--- src/hdl/msgpack_token_decoder_assert.svh ---
// ============================================================================
// Assertion macros for the token decoder
// Shared property forms used by the decoder modules.
// ============================================================================
`ifndef MSGPACK_TOKEN_DECODER_ASSERT_SVH
`define MSGPACK_TOKEN_DECODER_ASSERT_SVH

// An implication checked on every clock edge outside reset.
`define MTD_ASSERT_IMPL(label, clk, rst_n, lhs, rhs) \
    label: assert property (@(posedge clk) disable iff (!rst_n) (lhs) |-> (rhs)) \
        else $error("assertion failed");

// A condition that must hold on every clock edge outside reset.
`define MTD_ASSERT_ALWAYS(label, clk, rst_n, cond) \
    label: assert property (@(posedge clk) disable iff (!rst_n) (cond)) \
        else $error("assertion failed");

`endif

--- src/hdl/mtd_pkg.sv ---
// ============================================================================
// Token decoder package
// Token kinds, tag codes and the decoded-beat record shared by the modules.
// ============================================================================
package mtd_pkg;

    typedef enum logic [2:0] {
        K_NIL   = 3'd0,
        K_BOOL  = 3'd1,
        K_INT   = 3'd2,
        K_FLOAT = 3'd3,
        K_STR   = 3'd4,
        K_ARR   = 3'd5,
        K_MAP   = 3'd6,
        K_ERR   = 3'd7
    } t_kind;

    localparam logic [7:0] TAG_NIL     = 8'hc0;
    localparam logic [7:0] TAG_FALSE   = 8'hc2;
    localparam logic [7:0] TAG_TRUE    = 8'hc3;
    localparam logic [7:0] TAG_FLOAT32 = 8'hca;
    localparam logic [7:0] TAG_FLOAT64 = 8'hcb;
    localparam logic [7:0] TAG_UINT8   = 8'hcc;
    localparam logic [7:0] TAG_UINT16  = 8'hcd;
    localparam logic [7:0] TAG_UINT32  = 8'hce;
    localparam logic [7:0] TAG_UINT64  = 8'hcf;
    localparam logic [7:0] TAG_INT8    = 8'hd0;
    localparam logic [7:0] TAG_INT16   = 8'hd1;
    localparam logic [7:0] TAG_INT32   = 8'hd2;
    localparam logic [7:0] TAG_INT64   = 8'hd3;
    localparam logic [7:0] TAG_STR8    = 8'hd9;
    localparam logic [7:0] TAG_STR16   = 8'hda;
    localparam logic [7:0] TAG_STR32   = 8'hdb;
    localparam logic [7:0] TAG_BIN8    = 8'hc4;
    localparam logic [7:0] TAG_BIN16   = 8'hc5;
    localparam logic [7:0] TAG_BIN32   = 8'hc6;
    localparam logic [7:0] TAG_ARR16   = 8'hdc;
    localparam logic [7:0] TAG_ARR32   = 8'hdd;
    localparam logic [7:0] TAG_MAP16   = 8'hde;
    localparam logic [7:0] TAG_MAP32   = 8'hdf;

    // Operation the back end performs for one beat.
    typedef enum logic [2:0] {
        OP_NONE  = 3'd0,
        OP_EMIT  = 3'd1,
        OP_SHIFT = 3'd2,
        OP_SKIP  = 3'd3
    } t_op;

    // Classified beat passed from the front end to the back end.
    typedef struct packed {
        t_op         op;
        t_kind       kind;
        logic        bool_value;
        logic [4:0]  short_len;
        logic [7:0]  data_byte;
        logic [7:0]  tag_byte;
        logic [3:0]  operand_bytes;
        logic        eod;
        logic [31:0] payload_offset;
    } t_beat;

    // Number of big-endian operand bytes after a sized tag.
    function automatic logic [3:0] operand_count(input logic [7:0] tag);
        logic [3:0] cnt;
        begin
            case (tag)
                TAG_UINT8, TAG_INT8, TAG_STR8, TAG_BIN8: cnt = 4'd1;
                TAG_UINT16, TAG_INT16, TAG_STR16, TAG_BIN16,
                TAG_ARR16, TAG_MAP16: cnt = 4'd2;
                TAG_UINT32, TAG_INT32, TAG_STR32, TAG_BIN32,
                TAG_ARR32, TAG_MAP32, TAG_FLOAT32: cnt = 4'd4;
                TAG_UINT64, TAG_INT64, TAG_FLOAT64: cnt = 4'd8;
                default: cnt = 4'd0;
            endcase
            return cnt;
        end
    endfunction

    // Exact widening of a single to a double; subnormals are normalised.
    function automatic logic [63:0] widen_single(input logic [31:0] s);
        logic [7:0]  e;
        logic [22:0] m;
        logic [4:0]  lz;
        logic [23:0] mn;
        logic [10:0] de;
        logic [63:0] res;
        begin
            e  = s[30:23];
            m  = s[22:0];
            lz = 5'd0;
            for (int i = 22; i >= 0; i--) begin
                if (m[i] && lz == 5'd0 && (m >> (i + 1)) == 23'd0) begin
                    lz = 5'(22 - i);
                end
            end
            mn = {1'b0, m} << (lz + 5'd1);
            if (e == 8'hff) begin
                res = {s[31], 11'h7ff, m, 29'd0};
                if (m != 23'd0) begin
                    res[51] = 1'b1;
                end
            end else if (e == 8'd0) begin
                if (m == 23'd0) begin
                    res = {s[31], 63'd0};
                end else begin
                    de  = 11'd896 - 11'(lz);
                    res = {s[31], de, mn[22:0], 29'd0};
                end
            end else begin
                de  = 11'(e) + 11'd896;
                res = {s[31], de, m, 29'd0};
            end
            return res;
        end
    endfunction

endpackage

--- src/hdl/mtd_front.sv ---
// ============================================================================
// Token decoder front end
// Tracks the phase and counters per byte and classifies each beat.
// ============================================================================
module mtd_front
    import mtd_pkg::*;
#(
    parameter int OFFSET_WIDTH = 32
) (
    input  logic        i_clk,
    input  logic        i_rst_n,
    input  logic        i_valid,
    output logic        o_ready,
    input  logic [7:0]  i_data_byte,
    input  logic        i_end_of_data,
    output logic        o_push,
    output t_beat       o_beat,
    input  logic        i_full
);

    typedef enum logic [2:0] {
        ST_TAG  = 3'b001,
        ST_OPND = 3'b010,
        ST_SKIP = 3'b100
    } t_state;

    t_state                  r_state, n_state;
    logic [3:0]              r_pending, n_pending;
    logic [31:0]             r_skip, n_skip;
    logic [OFFSET_WIDTH-1:0] r_offset, n_offset;
    logic [7:0]              r_tag, n_tag;
    logic [23:0]             r_len_acc, n_len_acc;
    logic                    fire;
    logic [3:0]              cnt;
    logic [31:0]             str_len;
    t_beat                   beat;

    assign o_ready = !i_full;
    assign fire    = i_valid && !i_full;
    assign cnt     = operand_count(i_data_byte);
    // Full string length once the last header byte is in.
    assign str_len = {r_len_acc, i_data_byte};

    // Phase tracking and classification.
    always_comb begin
        n_state   = r_state;
        n_pending = r_pending;
        n_skip    = r_skip;
        n_tag     = r_tag;
        n_len_acc = r_len_acc;
        n_offset  = r_offset + 1'b1;
        beat      = '0;
        beat.data_byte      = i_data_byte;
        beat.tag_byte       = r_tag;
        beat.eod            = i_end_of_data;
        beat.payload_offset = 32'(n_offset);
        case (r_state)
            ST_OPND: begin
                beat.op   = OP_SHIFT;
                n_len_acc = {r_len_acc[15:0], i_data_byte};
                n_pending = r_pending - 4'd1;
                if (r_pending == 4'd1) begin
                    n_state = ST_TAG;
                    if ((r_tag == TAG_STR8 || r_tag == TAG_STR16 || r_tag == TAG_STR32 ||
                         r_tag == TAG_BIN8 || r_tag == TAG_BIN16 || r_tag == TAG_BIN32) &&
                        str_len != 32'd0 && !i_end_of_data) begin
                        n_state = ST_SKIP;
                        n_skip  = str_len;
                    end
                end
            end
            ST_SKIP: begin
                beat.op = OP_SKIP;
                // Flag a payload byte that is not the last one of the payload.
                beat.short_len = (r_skip != 32'd1) ? 5'd1 : 5'd0;
                n_skip  = r_skip - 32'd1;
                if (r_skip == 32'd1) begin
                    n_state = ST_TAG;
                end
            end
            default: begin
                beat.op   = OP_EMIT;
                n_state   = ST_TAG;
                beat.short_len = i_data_byte[4:0];
                if (i_data_byte <= 8'h7f || i_data_byte >= 8'he0) begin
                    beat.kind = K_INT;
                end else if (i_data_byte >= 8'ha0 && i_data_byte <= 8'hbf) begin
                    beat.kind = K_STR;
                    if (i_data_byte[4:0] != 5'd0 && !i_end_of_data) begin
                        n_state = ST_SKIP;
                        n_skip  = {27'd0, i_data_byte[4:0]};
                    end
                end else if (i_data_byte >= 8'h80 && i_data_byte <= 8'h8f) begin
                    beat.kind = K_MAP;
                end else if (i_data_byte >= 8'h90 && i_data_byte <= 8'h9f) begin
                    beat.kind = K_ARR;
                end else if (i_data_byte == TAG_NIL) begin
                    beat.kind = K_NIL;
                end else if (i_data_byte == TAG_FALSE || i_data_byte == TAG_TRUE) begin
                    beat.kind       = K_BOOL;
                    beat.bool_value = i_data_byte[0];
                end else if (cnt == 4'd0 || i_end_of_data) begin
                    beat.kind = K_ERR;
                end else begin
                    beat.op            = OP_NONE;
                    beat.tag_byte      = i_data_byte;
                    beat.operand_bytes = cnt;
                    n_state   = ST_OPND;
                    n_tag     = i_data_byte;
                    n_pending = cnt;
                    n_len_acc = '0;
                end
            end
        endcase
        if (i_end_of_data) begin
            n_state   = ST_TAG;
            n_pending = '0;
            n_skip    = '0;
            n_tag     = '0;
            n_offset  = '0;
        end
    end

    assign o_push = fire;
    assign o_beat = beat;

    always_ff @(posedge i_clk) begin
        if (!i_rst_n) begin
            r_state   <= ST_TAG;
            r_pending <= '0;
            r_skip    <= '0;
            r_offset  <= '0;
            r_tag     <= '0;
            r_len_acc <= '0;
        end else if (fire) begin
            r_state   <= n_state;
            r_pending <= n_pending;
            r_skip    <= n_skip;
            r_offset  <= n_offset;
            r_tag     <= n_tag;
            r_len_acc <= n_len_acc;
        end
    end

endmodule

--- config.mk ---
export PLATFORM = sky130hd
export DESIGN_NAME = mtd_front
export DESIGN_NICKNAME = d
export VERILOG_FILES = /design/src/hdl/msgpack_token_decoder_assert.svh /design/src/hdl/mtd_pkg.sv /design/src/hdl/mtd_front.sv
export SDC_FILE = /design/constraint.sdc
export NUM_CORES = 1
export LEC_CHECK = 0
export BUFFER_PORTS_ARGS = -buffer_cell sky130_fd_sc_hd__buf_4
export CORE_UTILIZATION = 56
export CTS_CLUSTER_DIAMETER = 30
export CTS_CLUSTER_SIZE = 10
export DETAILED_ROUTE_END_ITERATION = 10
export PLACE_DENSITY = 0.76
export SYNTH_ARGS = -nofsm -noshare
export SYNTH_HDL_FRONTEND = slang
export SYNTH_SLANG_ARGS = --single-unit
--- constraint.sdc ---
create_clock -name i_clk -period 4.5 [get_ports i_clk]
set_input_delay 0.675 -clock i_clk [delete_from_list [all_inputs] [get_ports i_clk]]
set_output_delay 0.675 -clock i_clk [all_outputs]
set_load 0.05 [all_outputs]
==> results.ini <==
[run_status]
status = finished clean

[critical_path]
path_class = reg2out
crit_top_cell = nor4_1
worstPathArrival_ns = 2.80
cp-end-kind = primary output
worstReg2RegEnd = r_skip[11]
r2r_slack_ns = 1.59
path_cells = nor4_1 > nand3_1 > nor4_1 > o22ai_1 > buf_4
worstPathMaxFanout = 6
required_ns = 3.83
rr_worst_depth = 7
start_kind = flop
cp_slowest_cell = nor4_1
max_stage_delay_ns = 0.67
r2r-start = r_len_acc[14]

[synth]
synth_edf_count = 0
postSynthRegisterBits = 103
ys_seq_area_share_pct = 33.0
avgSynthCellArea_um2 = 8.13
ys.flop_type = dfxtp_1
synth_nets = 787
async_flop_share_pct = 0
syn_area_mm2 = 0.00625
syn_inst = 769
yosysUniqueCellTypes = 79
ys_warn_count = 0

[cts]
cts.reportedPaths.clkPinSlew_ns = 0.10
clkLatencyLatePin_ns = 0.38
post_cts_buffers = 0
htreeDepth = 3
cts_resized = 0
cts_hold_buf = 0
clk_path_buf_depth = 2
cts_tree = yes
cts_root_buf = clkbuf_8
cts_buffers = 9
cts.sinks = 103

[power_and_ir_drop]
powerDensity_mw_per_mm2 = 267
ir_drop_mv = 0.289
power_leakage_nw = 2.65

[layout]
fin_nets = 814
final_layout_size_suffix_gt1_share_pct = 15.6
utilization_pct = 64.6
finalNonFillerCells = 941
n_antenna_cell = 0
postLayoutCellArea_mm2 = 0.00701
syn_to_final_growth_pct = 12.1
fill_cells = 933

[min_path]
whs_endpoint = r_skip[26]
hp-start = r_skip[26]
hold_depth = 2
hold_class = reg2reg

[timing]
period_share_pct = 77.2
clock_skew_ns = 0.00977
tightest_slew_ns = 0.891
fmax_ghz = 0.288
setup_violations = 0
period_needed_ns = 3.47
rsz0062_at_grt = false
drv_slew = 0
tns_ns = 0
slew_headroom_pct = 40.6
hold_viol_final = 0

[global_route]
antenna_found_initial = 0
global_route.overflow_total = 0
grt_max_degree = 67
track_usage_pct = 30.8
grt_pass1_wl_um = 28200
grt_pass1_vias = 5606

[die]
die_h_um = 108
die_area_mm2 = 0.0116
fp.coreArea_mm2 = 0.0108
die_w_um = 108
ioPinCount = 80
initial_core_util_pct = 57.7
fp-row-count = 38

[route]
drt_first_pass_iters = 6
finalWirelength_um = 17600
drc_errors = 0
route.vias.total = 6205
via_per_inst = 6.59
drt_iter0_markers = 727
postRouteAntennaNets = 0
wl_per_cell_um = 18.7

[flow_run]
drv_cap = 0

[placement]
dp_hpwl_um = 12100
placed_area_mm2 = 0.00676
numPlacedInstances = 925
globalplace.congestion = 0.908
numPortBuffers = 78

==> power by group <==
group          total (W)  internal, W  switching [W]
Clock           0.000727     0.000389       0.000339
Combinational   0.000227    0.0000657       0.000161
Sequential      0.000918     0.000914     0.00000426
Total            0.00187      0.00137       0.000504
==> cell usage after synthesis (5+ instances only) <==
cell type	instances	area, um2
xnor2_1	25	219
a211oi_1	6	45.0
o21ai_1	11	55.1
nor2b_1	20	125
a21boi_0	5	37.5
nand2b_1	8	50.1
clkbuf_1	42	158
buf_2	12	60.1
and3_1	13	81.3
xor2_1	15	131
a31oi_1	13	81.3
o21ai_0	38	190
a21oi_1	35	175
or4_1	6	45.0
nor3_1	28	140
nor4_1	13	81.3
and4_1	6	52.6
ha_1	5	62.6
a21boi_1	19	143
nand4_1	7	43.8
nand3_1	31	155
nand2_1	59	221
or3_1	24	150
and2_1	7	43.8
o31ai_1	7	52.6
a22o_1	29	254
dfxtp_1	103	2060
o2bb2ai_1	5	43.8
inv_1	10	37.5
buf_4	13	97.6
nor2_1	38	143
o211ai_1	9	67.6
a22oi_1	14	105
==> worst max-delay path, delay by kind of cell, from the launching register on <==
family,cells,cell delay [ns]
AOI/OAI and AO/OA,1,0.20
buffers and inverters,1,0.23
DFF,1,0.38
and+or+nand+nor,3,1.62
==> cell families after synthesis <==
logic type / after synthesis / share of synthesized area [%]
buffers and inverters: 83 / 6.24
XOR/XNOR: 40 / 5.60
other: 1 / 0.0600
AO/OA/AOI/OAI: 235 / 26.1
flip-flops: 103 / 33.0
multiplexers: 6 / 1.06
adder cells (fa/ha/maj): 5 / 1.00
AND/OR/NAND/NOR: 296 / 26.9
==> placed cells by master, fill, tap and decap left out, types with 8 or more instances in the layout <==
cell	count
xnor2_1	25
nand2b_1	8
and3_1	13
nand2_1	59
nor3_1	28
a21boi_1	19
o21ai_0	38
dfxtp_1	103
nand3_1	31
clkbuf_8	10
or3_1	24
o21ai_1	11
buf_4	88
nor2_1	38
xor2_1	15
o211ai_1	9
a22o_1	29
a21oi_1	35
a31oi_1	13
nor4_1	13
nor2b_1	20
inv_1	10
a22oi_1	14
==> how the worst max path moves through the flow <==
stage / slack, ns / startpoint / to / cells past startpoint
floorplan: 0.83 / i_data_byte[0] / o_beat[59] / 5
global placement: 1.37 / i_data_byte[0] / r_skip[23] / 8
detailed placement: 1.22 / i_data_byte[0] / r_skip[11] / 8
CTS: 1.05 / r_offset[0] / o_beat[28] / 7
global route: 0.86 / r_offset[0] / o_beat[30] / 7
finish: 1.03 / r_skip[17] / o_beat[53] / 5
==> final cells by class <==
type                    instances  area (um2)  share of cell area (%)
clock buffers                  10         138                    1.96
repair buffers                 88         661                    9.43
multi-input cells             583        3820                    54.5
well taps                     140         175                    2.50
flip-flops and latches        103        2060                    29.4
inverters                      11        41.3                   0.589
clock inverters                 6         115                    1.64
==> stage by stage <==
stage / hold WS (ns) / power (W) / setup WS (ns)
6_report: 0.479 / 0.00187 / 1.03
5_1_grt: 0.511 / 0.00193 / 0.856
4_1_cts: 0.486 / 0.00188 / 1.05
3_5_place_dp: 0.467 / 0.00116 / 1.22
3_3_place_gp: 0.455 / 0.00116 / 1.37
2_1_floorplan: 0.436 / 0.00111 / 0.830
==> routing by layer <==
| layer | up-vias | global-route usage [%] | part of all wire, % |
|---|---|---|---|
| li1 | 2910 | - | - |
| met1 | 2945 | 40.8 | 42 |
| met2 | 302 | 50.0 | 47 |
| met3 | 48 | 4.18 | 7.3 |
| met4 | 0 | 13.6 | 3.0 |
| met5 | - | 0 | 0 |
==> registers in the layout, summed over array words and instances, names as in the netlist <==
signal	cells
r_offset	32
r_skip	32
r_len_acc	24
r_tag	8
r_pending	4
r_state	3
No activity file was read; power rests on OpenSTA's default activity.
