<file path="src/hdl/msgpack_token_decoder_assert.svh">
// ============================================================================
// Assertion macros for the token decoder
// Shared property forms used by the decoder modules.
// ============================================================================
`ifndef MSGPACK_TOKEN_DECODER_ASSERT_SVH
`define MSGPACK_TOKEN_DECODER_ASSERT_SVH

// An implication checked on every clock edge outside reset.
`define MTD_ASSERT_IMPL(label, clk, rst_n, lhs, rhs) \
    label: assert property (@(posedge clk) disable iff (!rst_n) (lhs) |-> (rhs)) \
        else $error("assertion failed");

// A condition that must hold on every clock edge outside reset.
`define MTD_ASSERT_ALWAYS(label, clk, rst_n, cond) \
    label: assert property (@(posedge clk) disable iff (!rst_n) (cond)) \
        else $error("assertion failed");

`endif

</file>
<file path="src/hdl/mtd_pkg.sv">
// ============================================================================
// Token decoder package
// Token kinds, tag codes and the decoded-beat record shared by the modules.
// ============================================================================
package mtd_pkg;

    typedef enum logic [2:0] {
        K_NIL   = 3'd0,
        K_BOOL  = 3'd1,
        K_INT   = 3'd2,
        K_FLOAT = 3'd3,
        K_STR   = 3'd4,
        K_ARR   = 3'd5,
        K_MAP   = 3'd6,
        K_ERR   = 3'd7
    } t_kind;

    localparam logic [7:0] TAG_NIL     = 8'hc0;
    localparam logic [7:0] TAG_FALSE   = 8'hc2;
    localparam logic [7:0] TAG_TRUE    = 8'hc3;
    localparam logic [7:0] TAG_FLOAT32 = 8'hca;
    localparam logic [7:0] TAG_FLOAT64 = 8'hcb;
    localparam logic [7:0] TAG_UINT8   = 8'hcc;
    localparam logic [7:0] TAG_UINT16  = 8'hcd;
    localparam logic [7:0] TAG_UINT32  = 8'hce;
    localparam logic [7:0] TAG_UINT64  = 8'hcf;
    localparam logic [7:0] TAG_INT8    = 8'hd0;
    localparam logic [7:0] TAG_INT16   = 8'hd1;
    localparam logic [7:0] TAG_INT32   = 8'hd2;
    localparam logic [7:0] TAG_INT64   = 8'hd3;
    localparam logic [7:0] TAG_STR8    = 8'hd9;
    localparam logic [7:0] TAG_STR16   = 8'hda;
    localparam logic [7:0] TAG_STR32   = 8'hdb;
    localparam logic [7:0] TAG_BIN8    = 8'hc4;
    localparam logic [7:0] TAG_BIN16   = 8'hc5;
    localparam logic [7:0] TAG_BIN32   = 8'hc6;
    localparam logic [7:0] TAG_ARR16   = 8'hdc;
    localparam logic [7:0] TAG_ARR32   = 8'hdd;
    localparam logic [7:0] TAG_MAP16   = 8'hde;
    localparam logic [7:0] TAG_MAP32   = 8'hdf;

    // Operation the back end performs for one beat.
    typedef enum logic [2:0] {
        OP_NONE  = 3'd0,
        OP_EMIT  = 3'd1,
        OP_SHIFT = 3'd2,
        OP_SKIP  = 3'd3
    } t_op;

    // Classified beat passed from the front end to the back end.
    typedef struct packed {
        t_op         op;
        t_kind       kind;
        logic        bool_value;
        logic [4:0]  short_len;
        logic [7:0]  data_byte;
        logic [7:0]  tag_byte;
        logic [3:0]  operand_bytes;
        logic        eod;
        logic [31:0] payload_offset;
    } t_beat;

    // Number of big-endian operand bytes after a sized tag.
    function automatic logic [3:0] operand_count(input logic [7:0] tag);
        logic [3:0] cnt;
        begin
            case (tag)
                TAG_UINT8, TAG_INT8, TAG_STR8, TAG_BIN8: cnt = 4'd1;
                TAG_UINT16, TAG_INT16, TAG_STR16, TAG_BIN16,
                TAG_ARR16, TAG_MAP16: cnt = 4'd2;
                TAG_UINT32, TAG_INT32, TAG_STR32, TAG_BIN32,
                TAG_ARR32, TAG_MAP32, TAG_FLOAT32: cnt = 4'd4;
                TAG_UINT64, TAG_INT64, TAG_FLOAT64: cnt = 4'd8;
                default: cnt = 4'd0;
            endcase
            return cnt;
        end
    endfunction

    // Exact widening of a single to a double; subnormals are normalised.
    function automatic logic [63:0] widen_single(input logic [31:0] s);
        logic [7:0]  e;
        logic [22:0] m;
        logic [4:0]  lz;
        logic [23:0] mn;
        logic [10:0] de;
        logic [63:0] res;
        begin
            e  = s[30:23];
            m  = s[22:0];
            lz = 5'd0;
            for (int i = 22; i >= 0; i--) begin
                if (m[i] && lz == 5'd0 && (m >> (i + 1)) == 23'd0) begin
                    lz = 5'(22 - i);
                end
            end
            mn = {1'b0, m} << (lz + 5'd1);
            if (e == 8'hff) begin
                res = {s[31], 11'h7ff, m, 29'd0};
                if (m != 23'd0) begin
                    res[51] = 1'b1;
                end
            end else if (e == 8'd0) begin
                if (m == 23'd0) begin
                    res = {s[31], 63'd0};
                end else begin
                    de  = 11'd896 - 11'(lz);
                    res = {s[31], de, mn[22:0], 29'd0};
                end
            end else begin
                de  = 11'(e) + 11'd896;
                res = {s[31], de, m, 29'd0};
            end
            return res;
        end
    endfunction

endpackage

</file>
<file path="src/hdl/mtd_queue.sv">
// ============================================================================
// Token decoder beat queue
// Four-entry FIFO that decouples the front end from the back end.
// ============================================================================
module mtd_queue
    import mtd_pkg::*;
(
    input  logic  i_clk,
    input  logic  i_rst_n,
    input  logic  i_push,
    input  t_beat i_beat,
    output logic  o_full,
    output logic  o_valid,
    input  logic  i_pop,
    output t_beat o_beat
);

    `include "msgpack_token_decoder_assert.svh"

    t_beat      r_mem [4];
    logic [1:0] r_wr, r_rd;
    logic [2:0] r_count;

    assign o_full  = (r_count == 3'd4);
    assign o_valid = (r_count != 3'd0);
    assign o_beat  = r_mem[r_rd];

    // Storage writes.
    always_ff @(posedge i_clk) begin
        if (i_push) begin
            r_mem[r_wr] <= i_beat;
        end
    end

    // Pointers and fill level.
    always_ff @(posedge i_clk) begin
        if (!i_rst_n) begin
            r_wr    <= '0;
            r_rd    <= '0;
            r_count <= '0;
        end else begin
            if (i_push) begin
                r_wr <= r_wr + 2'd1;
            end
            if (i_pop) begin
                r_rd <= r_rd + 2'd1;
            end
            r_count <= r_count + 3'(i_push) - 3'(i_pop);
        end
    end

    `MTD_ASSERT_IMPL(a_no_overflow, i_clk, i_rst_n, o_full, !i_push)
    `MTD_ASSERT_IMPL(a_no_underflow, i_clk, i_rst_n, !o_valid, !i_pop)
    `MTD_ASSERT_ALWAYS(a_count_range, i_clk, i_rst_n, r_count <= 3'd4)

endmodule

</file>
<file path="config.mk">
export PLATFORM = sky130hd
export DESIGN_NAME = mtd_queue
export DESIGN_NICKNAME = d
export VERILOG_FILES = /design/src/hdl/mtd_pkg.sv /design/src/hdl/mtd_queue.sv
export VERILOG_INCLUDE_DIRS = /design/src /design/src/hdl
export SDC_FILE = /design/constraint.sdc
export NUM_CORES = 1
export LEC_CHECK = 0
export BUFFER_PORTS_ARGS = -buffer_cell sky130_fd_sc_hd__buf_2
export CAP_MARGIN = 20
export CORE_MARGIN = 5
export CORE_UTILIZATION = 50
export DETAILED_ROUTE_END_ITERATION = 7
export PLACE_DENSITY = 0.71
export SLEW_MARGIN = 10
export SYNTH_ARGS = -nofsm -noshare
export SYNTH_HDL_FRONTEND = slang
export SYNTH_SLANG_ARGS = --single-unit
</file>
<file path="constraint.sdc">
create_clock -name i_clk -period 5.02 [get_ports i_clk]
set_input_delay 0.502 -clock i_clk [delete_from_list [all_inputs] [get_ports i_clk]]
set_output_delay 0.502 -clock i_clk [all_outputs]
set_load 0.03 [all_outputs]
</file>
==> results.json, run 1 <==
{
  "yosysTopAreaCell": "edfxtp_1",
  "ir_drop_mv": 0.264,
  "routedWlPerCell_microns": 20.3,
  "drc": 0,
  "p_total_mw": 4.98,
  "highest_layer": "met5",
  "final_nets": 609,
  "fin_crit_ns": 2.95,
  "met3_length_microns": 1360,
  "ctsResizeCount": 0,
  "cts_inserted_buffers": 26,
  "crit_path_start_kind": "register",
  "skew_ns": 0.00791,
  "synthDistinctLibCells": 21,
  "hold_buffers": 0,
  "die-area_sq_um": 22600,
  "hpwl_microns": 9690,
  "arrival_ns": 2.45,
  "swShare_pct": 23.0,
  "cts.htree.levels": 1,
  "clkPwrFrac_pct": 35.6,
  "first_global_vias": 4713,
  "avgSynthCellArea_sq_um": 25.8,
  "drive_above_1_share_pct": 44.2,
  "viasPerCell": 5.31,
  "intPower_mw": 3.83,
  "drv_cap": 0,
  "crit_chain": "buf_4, mux4_2, buf_2",
  "p_sw_mw": 1.15,
  "core_sq_um": 19500,
  "cp_max_fo": 26,
  "synthFlopType": "edfxtp_1",
  "synth_nets": 458,
  "reg2reg_depth": 3,
  "drt-total-wl_microns": 16600,
  "synthCells": 382,
  "antenna_found_initial": 3,
  "synthDominantCellAreaShare_pct": 79.1,
  "vias": 4341,
  "grt_overflow": 0,
  "crit_path_max_incr_delay_ns": 0.59,
  "crit_path_end_kind": "output pin",
  "cts_root_buf": "clkbuf_16",
  "antenna_left": 0,
  "hold_violations": 0,
  "wl_met2_microns": 8240,
  "synth_seq_cells": 269,
  "p_leak_nw": 3.89,
  "post-route-period-util_pct": 58.7,
  "grt_first_pass_wirelength_microns": 25600,
  "grt_max_degree": 66,
  "cts.clk_slew.worst_paths_ns": 0.06,
  "pin_count": 136,
  "r2r-start": "r_wr[0]",
  "combPwrFrac_pct": 11.5,
  "crit_required_ns": 4.52,
  "met1_length_microns": 6770,
  "fin_hold_ws_ns": 0.207,
  "first_pass_iters": 4,
  "report.final.setup_viol": 0,
  "start_util_pct": 50.7,
  "clock.fmax_ghz": 0.339,
  "synth_edf_count": 260,
  "crit_slowest_cell": "dfxtp_4",
  "clk_latency_ns": 0.50,
  "die_w_microns": 150,
  "holdPathEnd": "r_mem[3][6]",
  "synth_area_leaders": "edfxtp_1 79%, mux4_2 15%, dfxtp_1 1.8%",
  "pwr_density_cell_nw_per_um2": 431,
  "ctsLongestPathBuffers": 3,
  "place_congestion": 0.715,
  "min_from": "i_beat[6]",
  "slew_violations": 0,
  "ys_seq_area_share_pct": 80.9,
  "cts.sinks": 269,
  "synthesis.area_sq_um": 9870,
  "areaGrowthSynthToFinish_pct": 17.0,
  "worst_hold_path_type": "input port to register",
  "tightestPinTransition_ns": 1.01,
  "power_frac_seq_pct": 52.9,
  "yosysWarnings": 0,
  "rr_endpoint": "r_mem[2][12]",
  "die_h_microns": 150,
  "maxSlewHeadroom_pct": 32.4,
  "r2r_slack_ns": 3.18,
  "cts_setup_buffers": 0,
  "critPathKind": "register to output pin",
  "outcome": "finished clean",
  "drtIter0Drc": 269,
  "track_usage_pct": 14.8,
  "whs_path_depth": 1,
  "rows": 51,
  "finalSetupTns_ns": 0,
  "async_flop_share_pct": 0,
  "cts_tree": "yes",
  "numPortBuffers": 135,
  "rsz0062_at_grt": "no"
}
==> layer usage <==
| layer | global-route usage, % | vias up |
|---|---|---|
| li1 | - | 1931 |
| met1 | 20.6 | 2226 |
| met2 | 24.2 | 150 |
| met3 | 3.85 | 28 |
| met4 | 3.11 | 6 |
| met5 | 0 | - |
==> layout by cell type, fill, tap and decap left out <==
| cell | count |
|---|---|
| nand3b_1 | 1 |
| clkinv_2 | 6 |
| buf_4 | 2 |
| dfxtp_4 | 2 |
| mux2i_1 | 1 |
| diode_2 | 1 |
| a21bo_2 | 1 |
| and2_4 | 4 |
| ha_1 | 6 |
| or3_1 | 1 |
| dfxtp_1 | 7 |
| xnor2_1 | 2 |
| xor3_1 | 1 |
| clkinv_1 | 5 |
| mux4_2 | 65 |
| clkbuf_16 | 27 |
| edfxtp_1 | 260 |
| inv_1 | 7 |
| buf_2 | 135 |
| fa_1 | 1 |
| and2_1 | 2 |
| clkinvlp_4 | 1 |
| nor2_1 | 5 |
| bufinv_16 | 1 |
| and3_1 | 1 |
| clkbuf_1 | 7 |
| a21oi_1 | 1 |
==> synth_stat cells, types with 2 or more instances <==
cell type,number
xnor2_1,2
inv_1,7
and2_1,6
ha_1,6
edfxtp_1,260
buf_12,5
dfxtp_1,9
buf_2,6
nor2_1,5
mux4_2,65
==> worst max-delay path: cells and delay by family, from the launching register on <==
kind,cells,cell delay [ns]
flops,1,0.59
mux,1,0.59
buf+inv,2,0.72
==> cells by family (layout without fill, tap and decap cells) <==
| kind of cell | Yosys count | count (layout) | share of synthesized area, % |
|---|---|---|---|
| AOI/OAI and AO/OA | 2 | 2 | 0.152 |
| muxes | 66 | 66 | 14.9 |
| xor gates and xnor gates | 3 | 3 | 0.418 |
| adders and majority gates | 7 | 7 | 0.964 |
| other | 0 | 1 | 0 |
| and+or+nand+nor | 14 | 14 | 0.774 |
| buffers and inverters | 21 | 191 | 1.81 |
| DFF | 269 | 269 | 80.9 |
==> how the worst max path moves through the flow <==
| stage | from | to | slack (ns) | cells after the start |
|---|---|---|---|---|
| after floorplan | r_wr[0] | r_mem[0][0] | 2.52 | 3 |
| after global placement | register | o_beat[26] | 2.54 | 3 |
| after CTS | register | o_beat[26] | 1.98 | 3 |
| final | register | o_beat[57] | 2.07 | 3 |
| after global routing | register | o_beat[26] | 1.86 | 3 |
| after detailed placement | register | o_beat[26] | 2.53 | 3 |
==> per-stage QoR <==
stage          util [%]  instance area (sq um)  setup slack, ns  std cells
2_1_floorplan         -                   9870             2.52        382
3_3_place_gp       55.3                  10800             2.54        770
3_5_place_dp       55.3                  10800             2.53        770
4_1_cts            59.3                  11500             1.98        817
5_1_grt            59.3                  11500             1.86        817
6_report           59.3                  11500             2.07        818
==> registers in the layout, indices dropped and copies added, names as in the netlist, named ones only <==
name and flops:
r_wr 2, r_mem 260, r_rd 2, r_count 3
==> power groups by stage <==
stage / combinational, mW / sequential [mW] / clock, mW
floorplan: 0.438 / 2.65 / 0
global placement: 0.572 / 2.67 / 0
detailed placement: 0.583 / 2.68 / 0
CTS: 0.585 / 2.63 / 1.82
global route: 0.613 / 2.64 / 1.94
finish: 0.573 / 2.63 / 1.77
==> cell type report <==
class | instances | area (sq um)
Clock inverter | 13 | 86.3
Sequential cell | 269 | 8000
Multi-Input combinational cell | 92 | 1710
Tap cell | 265 | 332
Timing Repair Buffer | 137 | 691
Fill cell | 1399 | 7920
Clock buffer | 34 | 702
Antenna cell | 1 | 2.50
Inverter | 7 | 26.3
Note: power is estimated with default switching activity, not from simulation.
==> inputs of run 2 (changes only) <==
clock period = 2.9 ns   (was 5.02 ns; I/O delays follow)
==> results.json, run 2 (synthesized netlist as in run 1, its figures left out) <==
{
  "outcome": "finished clean",
  "numPortBuffers": 135,
  "rows": 51,
  "die_w_microns": 150,
  "drv_cap": 0,
  "vias": 4632,
  "rsz0062_at_grt": "no",
  "fin_crit_ns": 2.50,
  "n_antenna_cell": 0,
  "cts.sinks": 269,
  "post-route-period-util_pct": 86.3,
  "antenna_found_initial": 1,
  "crit_path_max_incr_delay_ns": 0.62,
  "final_nets": 677,
  "die-area_sq_um": 22600,
  "drive_above_1_share_pct": 40.0,
  "final_common_cell": "edfxtp_1",
  "cts_tree": "yes",
  "largest_reg_flops": 260,
  "cts.clk_slew.worst_paths_ns": 0.06,
  "fillers": 1333,
  "pin_count": 136,
  "p_total_mw": 8.89,
  "maxSlewHeadroom_pct": 58.3,
  "ctsResizeCount": 0,
  "grt_max_degree": 39,
  "die_h_microns": 150,
  "cts.htree.levels": 1,
  "hold_violations": 0,
  "hpwl_microns": 10400,
  "skew_ns": 0.00695,
  "biggestRegsByFlops": "r_mem (260), r_count (3)",
  "core_sq_um": 19500,
  "crit_path_end_kind": "output pin",
  "p_leak_nw": 4.22,
  "fin_ws_ns": 0.399,
  "report.final.setup_viol": 0,
  "routedWlPerCell_microns": 19.8,
  "areaGrowthSynthToFinish_pct": 24.9,
  "pwr_density_cell_nw_per_um2": 721,
  "place_congestion": 0.676,
  "critPathKind": "register to output pin",
  "ctsLongestPathBuffers": 3,
  "grt_first_pass_wirelength_microns": 27500,
  "drt-total-wl_microns": 17600,
  "top_register": "r_mem",
  "track_usage_pct": 15.9,
  "crit_buf_inv": 2,
  "drtIter0Drc": 234,
  "clk_latency_ns": 0.50,
  "crit_chain": "buf_12, mux4_2, buf_2",
  "drc": 0,
  "crit_required_ns": 2.61,
  "crit_path_start_kind": "register",
  "first_global_vias": 5072,
  "slew_violations": 0,
  "arrival_ns": 2.21,
  "clock.fmax_ghz": 0.400,
  "grt_overflow": 0,
  "antenna_left": 0,
  "finalSetupTns_ns": 0,
  "first_pass_iters": 4,
  "crit_slowest_cell": "dfxtp_4",
  "start_util_pct": 50.7,
  "tightestPinTransition_ns": 0.626,
  "cts_root_buf": "clkbuf_16",
  "cp_max_fo": 27,
  "post-place-ws_ns": 0.859,
  "final_cell_mix": "260 x edfxtp_1, 135 x buf_2, 65 x mux4_2",
  "worst_hold_path_type": "input port to register",
  "viasPerCell": 5.23,
  "ir_drop_mv": 0.473,
  "path_delay_family": "flip-flops",
  "cts_inserted_buffers": 27
}
## run 2: changes by cell type in the layout (fill, tap and decap cells not counted), sizes merged
cell,before,now
clkinvlp,1,0
bufinv,1,3
diode,1,0
clkinv,11,10
clkbuf,34,35
dlygate4sd3,0,61
buf,137,143
## run 2: power breakdown
group / total, mW / leakage [nW] / switching [mW] / internal, mW
Combinational: 1.10 / 1.35 / 0.646 / 0.454
Sequential: 4.54 / 2.46 / 0.0767 / 4.47
Clock: 3.25 / 0.407 / 1.28 / 1.97
Total: 8.89 / 4.22 / 2.00 / 6.89
## run 2: path summary, 6_finish.rpt
kind                                  from            to  slack [ns]  cells past startpoint
worst max-delay path              register    o_beat[34]        0.40                      3
worst min-delay path            i_beat[63]  r_mem[2][63]        0.02                      1
worst max register to register     r_wr[0]  r_mem[1][15]        1.08                      3
worst min register to register     r_rd[1]      register        0.55                      2
## run 2: metal layers
metal	wire [microns]	vias to the layer above	track usage, %
met2	8800	144	27.0
met3	1080	26	3.10
met4	267	2	3.52
met1	7380	2395	21.5
met5	20	-	0
li1	-	2065	-
## run 2: cell type report
| type | count | area [sq um] | share of cell area [%] |
|---|---|---|---|
| clock inverter | 13 | 131 | 1.07 |
| inverter | 7 | 26.3 | 0.213 |
| clock buffer | 35 | 706 | 5.73 |
| sequential | 269 | 8000 | 64.9 |
| timing repair buffer | 204 | 1420 | 11.5 |
| tap | 265 | 332 | 2.69 |
| multi-input combinational | 92 | 1710 | 13.9 |
## run 2: metrics by stage
| step | cell area, sq um | hold WS [ns] | utilization, % | std cells |
|---|---|---|---|---|
| 2_1_floorplan | 9870 | 0.389 | - | 382 |
| 3_3_place_gp | 10900 | 0.499 | 55.9 | 776 |
| 3_5_place_dp | 10900 | 0.507 | 55.9 | 776 |
| 4_1_cts | 12300 | 0.000419 | 63.3 | 885 |
| 5_1_grt | 12300 | 0.00758 | 63.3 | 885 |
| 6_report | 12300 | 0.0224 | 63.3 | 885 |
## run 2: timing repair
item                                   4_1_cts  5_1_grt
hold buffers                                61        0
setup buffers                                0        0
endpoints found under the hold margin      238        0
