File: src/hdl/msgpack_token_decoder_assert.svh
// ============================================================================
// Assertion macros for the token decoder
// Shared property forms used by the decoder modules.
// ============================================================================
`ifndef MSGPACK_TOKEN_DECODER_ASSERT_SVH
`define MSGPACK_TOKEN_DECODER_ASSERT_SVH

// An implication checked on every clock edge outside reset.
`define MTD_ASSERT_IMPL(label, clk, rst_n, lhs, rhs) \
    label: assert property (@(posedge clk) disable iff (!rst_n) (lhs) |-> (rhs)) \
        else $error("assertion failed");

// A condition that must hold on every clock edge outside reset.
`define MTD_ASSERT_ALWAYS(label, clk, rst_n, cond) \
    label: assert property (@(posedge clk) disable iff (!rst_n) (cond)) \
        else $error("assertion failed");

`endif

File: src/hdl/mtd_pkg.sv
// ============================================================================
// Token decoder package
// Token kinds, tag codes and the decoded-beat record shared by the modules.
// ============================================================================
package mtd_pkg;

    typedef enum logic [2:0] {
        K_NIL   = 3'd0,
        K_BOOL  = 3'd1,
        K_INT   = 3'd2,
        K_FLOAT = 3'd3,
        K_STR   = 3'd4,
        K_ARR   = 3'd5,
        K_MAP   = 3'd6,
        K_ERR   = 3'd7
    } t_kind;

    localparam logic [7:0] TAG_NIL     = 8'hc0;
    localparam logic [7:0] TAG_FALSE   = 8'hc2;
    localparam logic [7:0] TAG_TRUE    = 8'hc3;
    localparam logic [7:0] TAG_FLOAT32 = 8'hca;
    localparam logic [7:0] TAG_FLOAT64 = 8'hcb;
    localparam logic [7:0] TAG_UINT8   = 8'hcc;
    localparam logic [7:0] TAG_UINT16  = 8'hcd;
    localparam logic [7:0] TAG_UINT32  = 8'hce;
    localparam logic [7:0] TAG_UINT64  = 8'hcf;
    localparam logic [7:0] TAG_INT8    = 8'hd0;
    localparam logic [7:0] TAG_INT16   = 8'hd1;
    localparam logic [7:0] TAG_INT32   = 8'hd2;
    localparam logic [7:0] TAG_INT64   = 8'hd3;
    localparam logic [7:0] TAG_STR8    = 8'hd9;
    localparam logic [7:0] TAG_STR16   = 8'hda;
    localparam logic [7:0] TAG_STR32   = 8'hdb;
    localparam logic [7:0] TAG_BIN8    = 8'hc4;
    localparam logic [7:0] TAG_BIN16   = 8'hc5;
    localparam logic [7:0] TAG_BIN32   = 8'hc6;
    localparam logic [7:0] TAG_ARR16   = 8'hdc;
    localparam logic [7:0] TAG_ARR32   = 8'hdd;
    localparam logic [7:0] TAG_MAP16   = 8'hde;
    localparam logic [7:0] TAG_MAP32   = 8'hdf;

    // Operation the back end performs for one beat.
    typedef enum logic [2:0] {
        OP_NONE  = 3'd0,
        OP_EMIT  = 3'd1,
        OP_SHIFT = 3'd2,
        OP_SKIP  = 3'd3
    } t_op;

    // Classified beat passed from the front end to the back end.
    typedef struct packed {
        t_op         op;
        t_kind       kind;
        logic        bool_value;
        logic [4:0]  short_len;
        logic [7:0]  data_byte;
        logic [7:0]  tag_byte;
        logic [3:0]  operand_bytes;
        logic        eod;
        logic [31:0] payload_offset;
    } t_beat;

    // Number of big-endian operand bytes after a sized tag.
    function automatic logic [3:0] operand_count(input logic [7:0] tag);
        logic [3:0] cnt;
        begin
            case (tag)
                TAG_UINT8, TAG_INT8, TAG_STR8, TAG_BIN8: cnt = 4'd1;
                TAG_UINT16, TAG_INT16, TAG_STR16, TAG_BIN16,
                TAG_ARR16, TAG_MAP16: cnt = 4'd2;
                TAG_UINT32, TAG_INT32, TAG_STR32, TAG_BIN32,
                TAG_ARR32, TAG_MAP32, TAG_FLOAT32: cnt = 4'd4;
                TAG_UINT64, TAG_INT64, TAG_FLOAT64: cnt = 4'd8;
                default: cnt = 4'd0;
            endcase
            return cnt;
        end
    endfunction

    // Exact widening of a single to a double; subnormals are normalised.
    function automatic logic [63:0] widen_single(input logic [31:0] s);
        logic [7:0]  e;
        logic [22:0] m;
        logic [4:0]  lz;
        logic [23:0] mn;
        logic [10:0] de;
        logic [63:0] res;
        begin
            e  = s[30:23];
            m  = s[22:0];
            lz = 5'd0;
            for (int i = 22; i >= 0; i--) begin
                if (m[i] && lz == 5'd0 && (m >> (i + 1)) == 23'd0) begin
                    lz = 5'(22 - i);
                end
            end
            mn = {1'b0, m} << (lz + 5'd1);
            if (e == 8'hff) begin
                res = {s[31], 11'h7ff, m, 29'd0};
                if (m != 23'd0) begin
                    res[51] = 1'b1;
                end
            end else if (e == 8'd0) begin
                if (m == 23'd0) begin
                    res = {s[31], 63'd0};
                end else begin
                    de  = 11'd896 - 11'(lz);
                    res = {s[31], de, mn[22:0], 29'd0};
                end
            end else begin
                de  = 11'(e) + 11'd896;
                res = {s[31], de, m, 29'd0};
            end
            return res;
        end
    endfunction

endpackage

File: src/hdl/mtd_back.sv
// ============================================================================
// Token decoder back end
// Gathers operand bytes, builds tokens and holds them in an output register.
// ============================================================================
module mtd_back
    import mtd_pkg::*;
(
    input  logic        i_clk,
    input  logic        i_rst_n,
    input  logic        i_valid,
    output logic        o_pop,
    input  t_beat       i_beat,
    output logic        o_valid,
    input  logic        i_ready,
    output logic [2:0]  o_kind,
    output logic [63:0] o_int_value,
    output logic        o_bool_value,
    output logic [63:0] o_float_bits,
    output logic [31:0] o_length,
    output logic [31:0] o_payload_offset
);

    `include "msgpack_token_decoder_assert.svh"

    logic [63:0] r_acc;
    logic [3:0]  r_pending;
    logic        r_out_valid;
    logic [2:0]  r_kind;
    logic [63:0] r_int, r_float;
    logic        r_bool;
    logic [31:0] r_len, r_poff;

    logic        can_take;
    logic [63:0] acc_next;
    logic        emit;
    logic [2:0]  e_kind;
    logic [63:0] e_int, e_float;
    logic        e_bool;
    logic [31:0] e_len, e_poff;
    logic        is_str;

    assign can_take = !r_out_valid || i_ready;
    assign o_pop    = i_valid && can_take;
    assign acc_next = {r_acc[55:0], i_beat.data_byte};
    assign is_str   = (i_beat.tag_byte == TAG_STR8 || i_beat.tag_byte == TAG_STR16 ||
                       i_beat.tag_byte == TAG_STR32 || i_beat.tag_byte == TAG_BIN8 ||
                       i_beat.tag_byte == TAG_BIN16 || i_beat.tag_byte == TAG_BIN32);

    // Token construction.
    always_comb begin
        emit    = 1'b0;
        e_kind  = K_NIL;
        e_int   = '0;
        e_float = '0;
        e_bool  = 1'b0;
        e_len   = '0;
        e_poff  = '0;
        case (i_beat.op)
            OP_EMIT: begin
                emit   = 1'b1;
                e_kind = i_beat.kind;
                case (i_beat.kind)
                    K_INT: e_int = {{56{i_beat.data_byte[7]}}, i_beat.data_byte};
                    K_BOOL: e_bool = i_beat.bool_value;
                    K_MAP, K_ARR: e_len = {28'd0, i_beat.short_len[3:0]};
                    K_STR: begin
                        e_poff = i_beat.payload_offset;
                        e_len  = {27'd0, i_beat.short_len};
                        if (i_beat.short_len != 5'd0 && i_beat.eod) begin
                            e_kind = K_ERR;
                            e_len  = '0;
                            e_poff = '0;
                        end
                    end
                    default: e_kind = i_beat.kind;
                endcase
            end
            OP_SHIFT: begin
                emit = (r_pending == 4'd1) || i_beat.eod;
                e_kind = K_ERR;
                if (r_pending == 4'd1) begin
                    case (i_beat.tag_byte)
                        TAG_UINT8, TAG_UINT16, TAG_UINT32, TAG_UINT64: begin
                            e_kind = K_INT;
                            e_int  = acc_next;
                        end
                        TAG_INT8: begin
                            e_kind = K_INT;
                            e_int  = {{56{acc_next[7]}}, acc_next[7:0]};
                        end
                        TAG_INT16: begin
                            e_kind = K_INT;
                            e_int  = {{48{acc_next[15]}}, acc_next[15:0]};
                        end
                        TAG_INT32: begin
                            e_kind = K_INT;
                            e_int  = {{32{acc_next[31]}}, acc_next[31:0]};
                        end
                        TAG_INT64: begin
                            e_kind = K_INT;
                            e_int  = acc_next;
                        end
                        TAG_FLOAT32: begin
                            e_kind  = K_FLOAT;
                            e_float = widen_single(acc_next[31:0]);
                        end
                        TAG_FLOAT64: begin
                            e_kind  = K_FLOAT;
                            e_float = acc_next;
                        end
                        TAG_ARR16, TAG_ARR32: begin
                            e_kind = K_ARR;
                            e_len  = acc_next[31:0];
                        end
                        TAG_MAP16, TAG_MAP32: begin
                            e_kind = K_MAP;
                            e_len  = acc_next[31:0];
                        end
                        default: begin
                            if (is_str && (acc_next[31:0] == 32'd0 || !i_beat.eod)) begin
                                e_kind = K_STR;
                                e_len  = acc_next[31:0];
                                e_poff = i_beat.payload_offset;
                            end
                        end
                    endcase
                end
            end
            OP_SKIP: begin
                // The front end only forwards a skip beat; error on early end.
                emit   = 1'b0;
                e_kind = K_ERR;
            end
            default: emit = 1'b0;
        endcase
    end

    // The skip error needs the remaining count, which the front end folds in.
    logic skip_err;
    assign skip_err = (i_beat.op == OP_SKIP) && i_beat.eod && (i_beat.short_len == 5'd1);

    // Accumulator, pending count and output register.
    always_ff @(posedge i_clk) begin
        if (!i_rst_n) begin
            r_acc       <= '0;
            r_pending   <= '0;
            r_out_valid <= 1'b0;
        end else begin
            if (r_out_valid && i_ready) begin
                r_out_valid <= 1'b0;
            end
            if (o_pop) begin
                if (i_beat.op == OP_NONE) begin
                    r_acc     <= '0;
                    r_pending <= i_beat.operand_bytes;
                end else if (i_beat.op == OP_SHIFT) begin
                    r_acc     <= acc_next;
                    r_pending <= r_pending - 4'd1;
                end
                if (emit || skip_err) begin
                    r_out_valid <= 1'b1;
                end
            end
        end
    end

    always_ff @(posedge i_clk) begin
        if (o_pop && (emit || skip_err)) begin
            r_kind  <= e_kind;
            r_int   <= e_int;
            r_float <= e_float;
            r_bool  <= e_bool;
            r_len   <= e_len;
            r_poff  <= e_poff;
        end
    end

    assign o_valid          = r_out_valid;
    assign o_kind           = r_kind;
    assign o_int_value      = r_int;
    assign o_bool_value     = r_bool;
    assign o_float_bits     = r_float;
    assign o_length         = r_len;
    assign o_payload_offset = r_poff;

    `MTD_ASSERT_IMPL(a_hold_out, i_clk, i_rst_n, r_out_valid && !i_ready, ##1 r_out_valid)
    `MTD_ASSERT_IMPL(a_shift_pending, i_clk, i_rst_n,
                     o_pop && i_beat.op == OP_SHIFT, r_pending != 4'd0)

endmodule

File: config.mk
export PLATFORM = sky130hd
export DESIGN_NAME = mtd_back
export DESIGN_NICKNAME = d
export VERILOG_FILES = /design/src/hdl/mtd_pkg.sv /design/src/hdl/mtd_back.sv
export VERILOG_INCLUDE_DIRS = /design/src /design/src/hdl
export SDC_FILE = /design/constraint.sdc
export NUM_CORES = 1
export LEC_CHECK = 0
export ABC_AREA = 1
export BUFFER_PORTS_ARGS = -buffer_cell sky130_fd_sc_hd__clkbuf_2
export CAP_MARGIN = 20
export CORE_UTILIZATION = 60
export CTS_CLUSTER_DIAMETER = 150
export DETAILED_ROUTE_END_ITERATION = 12
export GPL_TIMING_DRIVEN = 0
export PLACE_DENSITY_LB_ADDON = 0.05
export SETUP_SLACK_MARGIN = 0.4
export SLEW_MARGIN = 20
export SYNTH_ARGS = -nofsm -noshare
export SYNTH_HDL_FRONTEND = slang
export SYNTH_SLANG_ARGS = --single-unit
File: constraint.sdc
create_clock -name i_clk -period 20.5 [get_ports i_clk]
set_input_delay 1.025 -clock i_clk [delete_from_list [all_inputs] [get_ports i_clk]]
set_output_delay 1.025 -clock i_clk [all_outputs]
set_load 0.02 [all_outputs]
==> run metrics, run 1 <==
clock buffer count from CTS 25; CP Launch Type input pin; Avg Cell Area, Syn 9.11 µm²; critical path capture point type flop; Post-synth EDFFs 196; clock latency on the worst-skew pair 540 ps; Yosys reg bits 257; DR vias/cell 6.43; data required time of the worst path 20860 ps; Final WS setup 16150 ps; clock share of power 0.335; total core area 20500 µm²; global-route wire length before repair 67.3 mm; Place WS 15780 ps; pwr/cell area 87.4 nW/µm²; Max VDD drop 0.0000572 V; Worst Path Arrival 4710 ps; RSZ-0062 raised after global routing false; Syn Std Cell Area 12700 µm²; Std-Cell Rows 52; Post-CTS Setup Bufs 0; hold_ws 498 ps; Total Routing Usage GR 0.409; worst min path class reg2reg; DR DRC count 0; Worst Tran Pin Value 957 ps; main area contributors after synthesis edfxtp_1 (46%), dfxtp_1 (9.6%), nand2_1 (6.3%), a21oi_1 (4.9%), nand3_1 (4.3%); Post-CTS Resized 0; Syn Inst Count 1393; Worst Path Max Fanout 10; Reg clk slew, reported paths 60 ps; Sw Pwr 0.000432 W; Seq/Total Area, Yosys 0.560; clk buf depth 3; Final setup viols 0; Final Hold Viols 0; Leak 6.20 nW; count of different cell masters after synthesis 48; average routed wire per standard cell 22.9 µm; synthesized net count 1466; CTS root buffer clkbuf_16; FF-to-FF setup slack 16250 ps; ys async rst share 0; # port buffers 264; TritonCTS clock tree built; reg2reg start r_acc[8]$_SDFFE_PN0P_; fin crit share 0.212; final net count 1765; Crit Path Class in2reg; Area Growth Syn to Fin 21.0%; FF-to-FF End o_float_bits[51]$_SDFFCE_PN0P_; fmax 0.230 GHz; combinational power share 0.236; die width 147 µm; total of max-cap violations 0; Worst R2R Path Depth 20; die height 147 µm; global route overflow 0; largest net degree at the start of global routing 30; status completed; fill count 1426; number of H-tree levels 1; I/O pin cnt 267; FF+latch area 7110 µm²; max_slew headroom 0.358; Hold EP r_pending[2]$_SDFFE_PN0P_; antenna viol nets, final 0; DIE AREA 21700 µm²; hold path depth 2; sequential share of power 0.429; final WL 45.4 mm; CTS sink count 257; initial DRC count 1601; multi-input logic area 4720 µm²; synth warn 0; drt first pass iters 6; HPWL after DPL 33.4 mm; top cell type by total area after synthesis edfxtp_1; fin. max-slew vios 0; hold path start r_pending[2]$_SDFFE_PN0P_; switch share 0.322; Synth top area share 0.464; vias in the first global route 11900; via count 12700; Initial Util 0.619; clk_skew 20.8 ps; Post-Route Setup TNS 0 ps; fin crit period 4350 ps; share of layout cells above drive strength 1 0.227; Post-CTS Hold Fix Bufs 0; Cell Int Power 0.000910 W; Antenna Diode Count 0; Final GP Congestion 0.989; initial antenna violation count 1; Synth Flop Type edfxtp_1
[registers in the layout, summed over array words and instances, names as in the netlist]
| signal | flops |
|---|---|
| o_bool_value | 1 |
| o_float_bits | 64 |
| o_int_value | 64 |
| o_kind | 3 |
| o_length | 32 |
| o_payload_offset | 32 |
| o_valid | 1 |
| r_acc | 56 |
| r_pending | 4 |
[cell usage after synthesis, drive strengths merged, types with 12 or more instances]
master,number
o22ai,12
buf,29
a32oi,26
nor3,72
inv,116
edfxtp,196
nand3,116
a21oi,127
a211oi,30
nor2,144
clkbuf,64
o21ai,95
nand4,40
nand2,227
dfxtp,61
[power groups by stage]
stage | Combinational (W) | Sequential [W] | Clock, W
5_1_grt | 0.000341 | 0.000576 | 0.000463
6_report | 0.000317 | 0.000576 | 0.000449
3_3_place_gp | 0.000304 | 0.000592 | 0
2_1_floorplan | 0.000200 | 0.000596 | 0
3_5_place_dp | 0.000307 | 0.000586 | 0
4_1_cts | 0.000309 | 0.000575 | 0.000446
[worst max-delay path: stages]
cell,delay (ps)
buf_2,310
inv_1,310
nand3_1,160
nor2_1,60
nand2_2,70
inv_4,50
nand2_2,90
nor2_4,50
nand2_2,110
clkinv_2,90
nor2_1,250
inv_1,80
ha_1,360
inv_2,170
buf_1,450
nand3_1,220
nand3_1,140
nand3_1,120
a21oi_1,150
nand2_1,90
nand2_1,60
nand2_1,90
a21oi_2,180
[cell usage in the layout, fill, tap and decap left out, types with 6 or more instances in the layout]
cell,count
nor3_1,68
clkinv_1,8
buf_1,7
buf_2,15
o21ai_0,81
inv_2,8
nor2_4,7
clkbuf_1,68
nor2_1,130
nand3_1,109
nand3_2,7
o22ai_1,12
nand2_1,213
nand4_1,37
a211oi_1,30
nand2_2,12
inv_1,107
a21oi_1,124
a32oi_1,26
nor2_2,7
buf_16,6
clkbuf_2,264
clkbuf_16,25
o21ai_1,14
dfxtp_1,61
edfxtp_1,196
[cells by family after synthesis]
| kind of cell | after synthesis | share of synthesized area |
|---|---|---|
| AO/OA/AOI/OAI | 315 | 0.146 |
| adder cells (fa/ha/maj) | 4 | 0.00394 |
| buffers and inverters | 214 | 0.0686 |
| flip-flops | 257 | 0.560 |
| AND/OR/NAND/NOR | 603 | 0.222 |
[worst max-delay path by stage]
| stage | to | slack [ps] | from |
|---|---|---|---|
| 2_1_floorplan | o_bool_value$_SDFFCE_PN0P_ | 9790 | i_beat[62] |
| 3_3_place_gp | o_int_value[44]$_DFFE_PP_ | 6920 | i_beat[62] |
| 3_5_place_dp | o_float_bits[49]$_SDFFCE_PN0P_ | 15780 | i_beat[52] |
| 4_1_cts | o_float_bits[51]$_SDFFCE_PN0P_ | 16300 | i_beat[52] |
| 5_1_grt | o_float_bits[51]$_SDFFCE_PN0P_ | 15970 | i_beat[52] |
| 6_report | o_float_bits[51]$_SDFFCE_PN0P_ | 16150 | i_beat[52] |
[routing by layer]
| metal | part of all wire | vias up | global-route usage |
|---|---|---|---|
| met4 | 0.046 | 0 | 0.176 |
| met3 | 0.13 | 174 | 0.0759 |
| met1 | 0.35 | 5934 | 0.530 |
| li1 | - | 5549 | - |
| met5 | 0 | - | 0 |
| met2 | 0.47 | 1080 | 0.677 |
[stage by stage]
step	instances	util	power [W]	cell area [µm²]
2_1_floorplan	1393	-	0.000796	12700
3_3_place_gp	1927	0.700	0.000896	14300
3_5_place_dp	1935	0.711	0.000893	14600
4_1_cts	1981	0.749	0.00133	15400
5_1_grt	1981	0.749	0.00138	15400
6_report	1981	0.749	0.00134	15400
[cell type report]
type,count,area share
Timing Repair Buffer,272,0.0994
Clock buffer,32,0.0444
Clock inverter,14,0.00733
Multi-Input combinational cell,922,0.307
Buffer,93,0.0269
Inverter,121,0.0298
Sequential cell,257,0.463
Tap cell,270,0.0220
Note: power is estimated with default switching activity, not from simulation.
==> run 2, diff against run 1 <==
- CORE_UTILIZATION: 60 -> 50
- clock period: 20.5 -> 3.7 ns (I/O delays scaled with it)
==> run 2 against run 1 <==
  * Die area is 20% higher
  * Clock skew is 2.4 ps lower
  * Setup slack worse by 16000 ps
  * Critical endpoint is now o_length[30]$_DFFE_PP_
  * Total power grew to 5.9 times the previous value
  * Largest power group unchanged
  * Via count is 3.1% lower
  * Sequential power grew to 5.5 times the previous value
  * Flip-flop and latch count stayed put
  * Non-clock buffer count is 63 higher
==> run metrics, run 2 (same netlist as run 1, synthesis figures left out) <==
fin. max-slew vios 0 (unchanged); final WL 45.8 mm (+0.95%); DR DRC count 0 (unchanged); Placement Cell Area 14700 µm² (+0.66%); status completed; global route overflow 0 (unchanged); fill count 2002 (+40%); Place WS -476 ps (-16260 ps); CTS root buffer clkbuf_16; worst min path class in2reg; clk buf depth 3 (unchanged); total power 0.00788 W (+490%); largest net degree at the start of global routing 31 (+3.3%); Final GP Congestion 0.970 (-2.0%); vias in the first global route 11500 (-3.0%); Placed Cells 1989 (+2.8%); # port buffers 264 (unchanged); max_slew headroom 0.398 (+0.0404); hold_ws 23.8 ps (-474 ps); fin crit period 3240 ps; Worst Tran Pin Value 897 ps (-60.2 ps); Initial Util 0.516 (-0.103); Worst Path Max Fanout 10 (unchanged); HPWL after DPL 32.9 mm (-1.3%); most frequent cells in the layout clkbuf_2 (265), nand2_1 (207), edfxtp_1 (196); total of max-cap violations 0 (unchanged); Reg clk slew, reported paths 60 ps (about the same); Max VDD drop 0.000330 V (+480%); DIE AREA 26000 µm² (+20%); Non-Filler Instances 2101 (+6.1%); number of H-tree levels 1 (unchanged); I/O pin cnt 267 (unchanged); RSZ-0062 raised after global routing true; pwr/cell area 481 nW/µm² (+450%); Final Hold Viols 0 (unchanged); most common cell after layout, fill and taps aside clkbuf_2; data required time of the worst path 3990 ps (-16870 ps); final net count 1830 (+3.7%); TritonCTS clock tree built; share of layout cells above drive strength 1 0.261 (+0.0338); clock buffer count from CTS 27 (+8.0%); clock latency on the worst-skew pair 560 ps (+20 ps); clk_skew 18.3 ps (-2.45 ps); total core area 24600 µm² (+20%); initial antenna violation count 0 (-1); global-route wire length before repair 67.6 mm (+0.32%); CTS sink count 257 (unchanged); Area Growth Syn to Fin 29.1%; initial DRC count 1373 (-14%); Final Cell Area 16400 µm² (+6.7%); CP Launch Type flop; via count 12300 (-3.1%); critical path capture point type flop; fmax 0.308 GHz; Final WS setup 458 ps (-15700 ps); Leak 6.57 nW (+5.9%); antenna viol nets, final 0 (unchanged); DR vias/cell 5.87 (-8.6%); Worst Path Arrival 3540 ps (-1170 ps); die height 161 µm (+9.4%); Antenna Diode Count 0 (unchanged); Std-Cell Rows 57 (+9.6%); Final setup viols 0 (unchanged); Total Routing Usage GR 0.344 (-0.0649); Crit Path Class reg2reg; average routed wire per standard cell 21.8 µm (-4.8%); die width 161 µm (+9.4%); fin crit share 0.876; drt first pass iters 6 (unchanged)
==> run 2: report_power, final <==
group	internal [W]	total (W)	switching, W
Clock	0.00154	0.00269	0.00115
Sequential	0.00314	0.00319	0.0000492
Combinational	0.000690	0.00200	0.00131
==> run 2: critical path: stages (launching register included) <==
cell      delay (ps)
dfxtp_4          370
buf_4            160
nor2_4            90
nand2_2           80
nor2_4           150
nand2_2           90
inv_4             90
nand3_2           80
nor3_2           410
nand3_1          250
a22oi_1          310
nor2_1           170
clkbuf_1         290
nor3_1           440
==> run 2: final timing paths <==
path	start	to	slack (ps)	depth (start not counted)
hold / removal	i_beat[47]	r_acc[2]$_SDFFE_PN0P_	20	3
setup / recovery	r_acc[8]$_SDFFE_PN0P_	o_length[30]$_DFFE_PP_	460	13
hold reg to reg	o_valid$_SDFF_PN0_	o_valid$_SDFF_PN0_	490	2
setup reg to reg	r_acc[8]$_SDFFE_PN0P_	o_length[30]$_DFFE_PP_	460	13
==> run 2: per-stage QoR <==
stage                     utilization  setup TNS (ps)
after floorplan                     -          -97540
after global placement          0.588         -367200
after detailed placement        0.596           -6040
after CTS                       0.655               0
after global routing            0.666               0
final                           0.666               0
==> run 2: layer usage <==
layer  track usage  wire length [µm]
met5             0                 0
met3        0.0534              4230
met2         0.556             21300
met1         0.465             18400
met4         0.143              1900
==> run 2: area by class of cell <==
type / count / area, µm² / share of cell area
Clock inverter: 13 / 138 / 0.00840
Inverter: 121 / 489 / 0.0299
Multi-Input combinational cell: 922 / 4890 / 0.299
Timing Repair Buffer: 335 / 2110 / 0.129
Sequential cell: 257 / 7140 / 0.436
Clock buffer: 36 / 729 / 0.0445
Buffer: 93 / 477 / 0.0291
Tap cell: 324 / 405 / 0.0247
==> run 2: timing repair <==
item                                   CTS  global route
setup buffers                           10             7
hold buffers                            45             0
endpoints found under the hold margin   44             0
gates resized for setup                 36            50
gates cloned                             0             1
pin swaps                                1            16
setup endpoints to repair               24            24
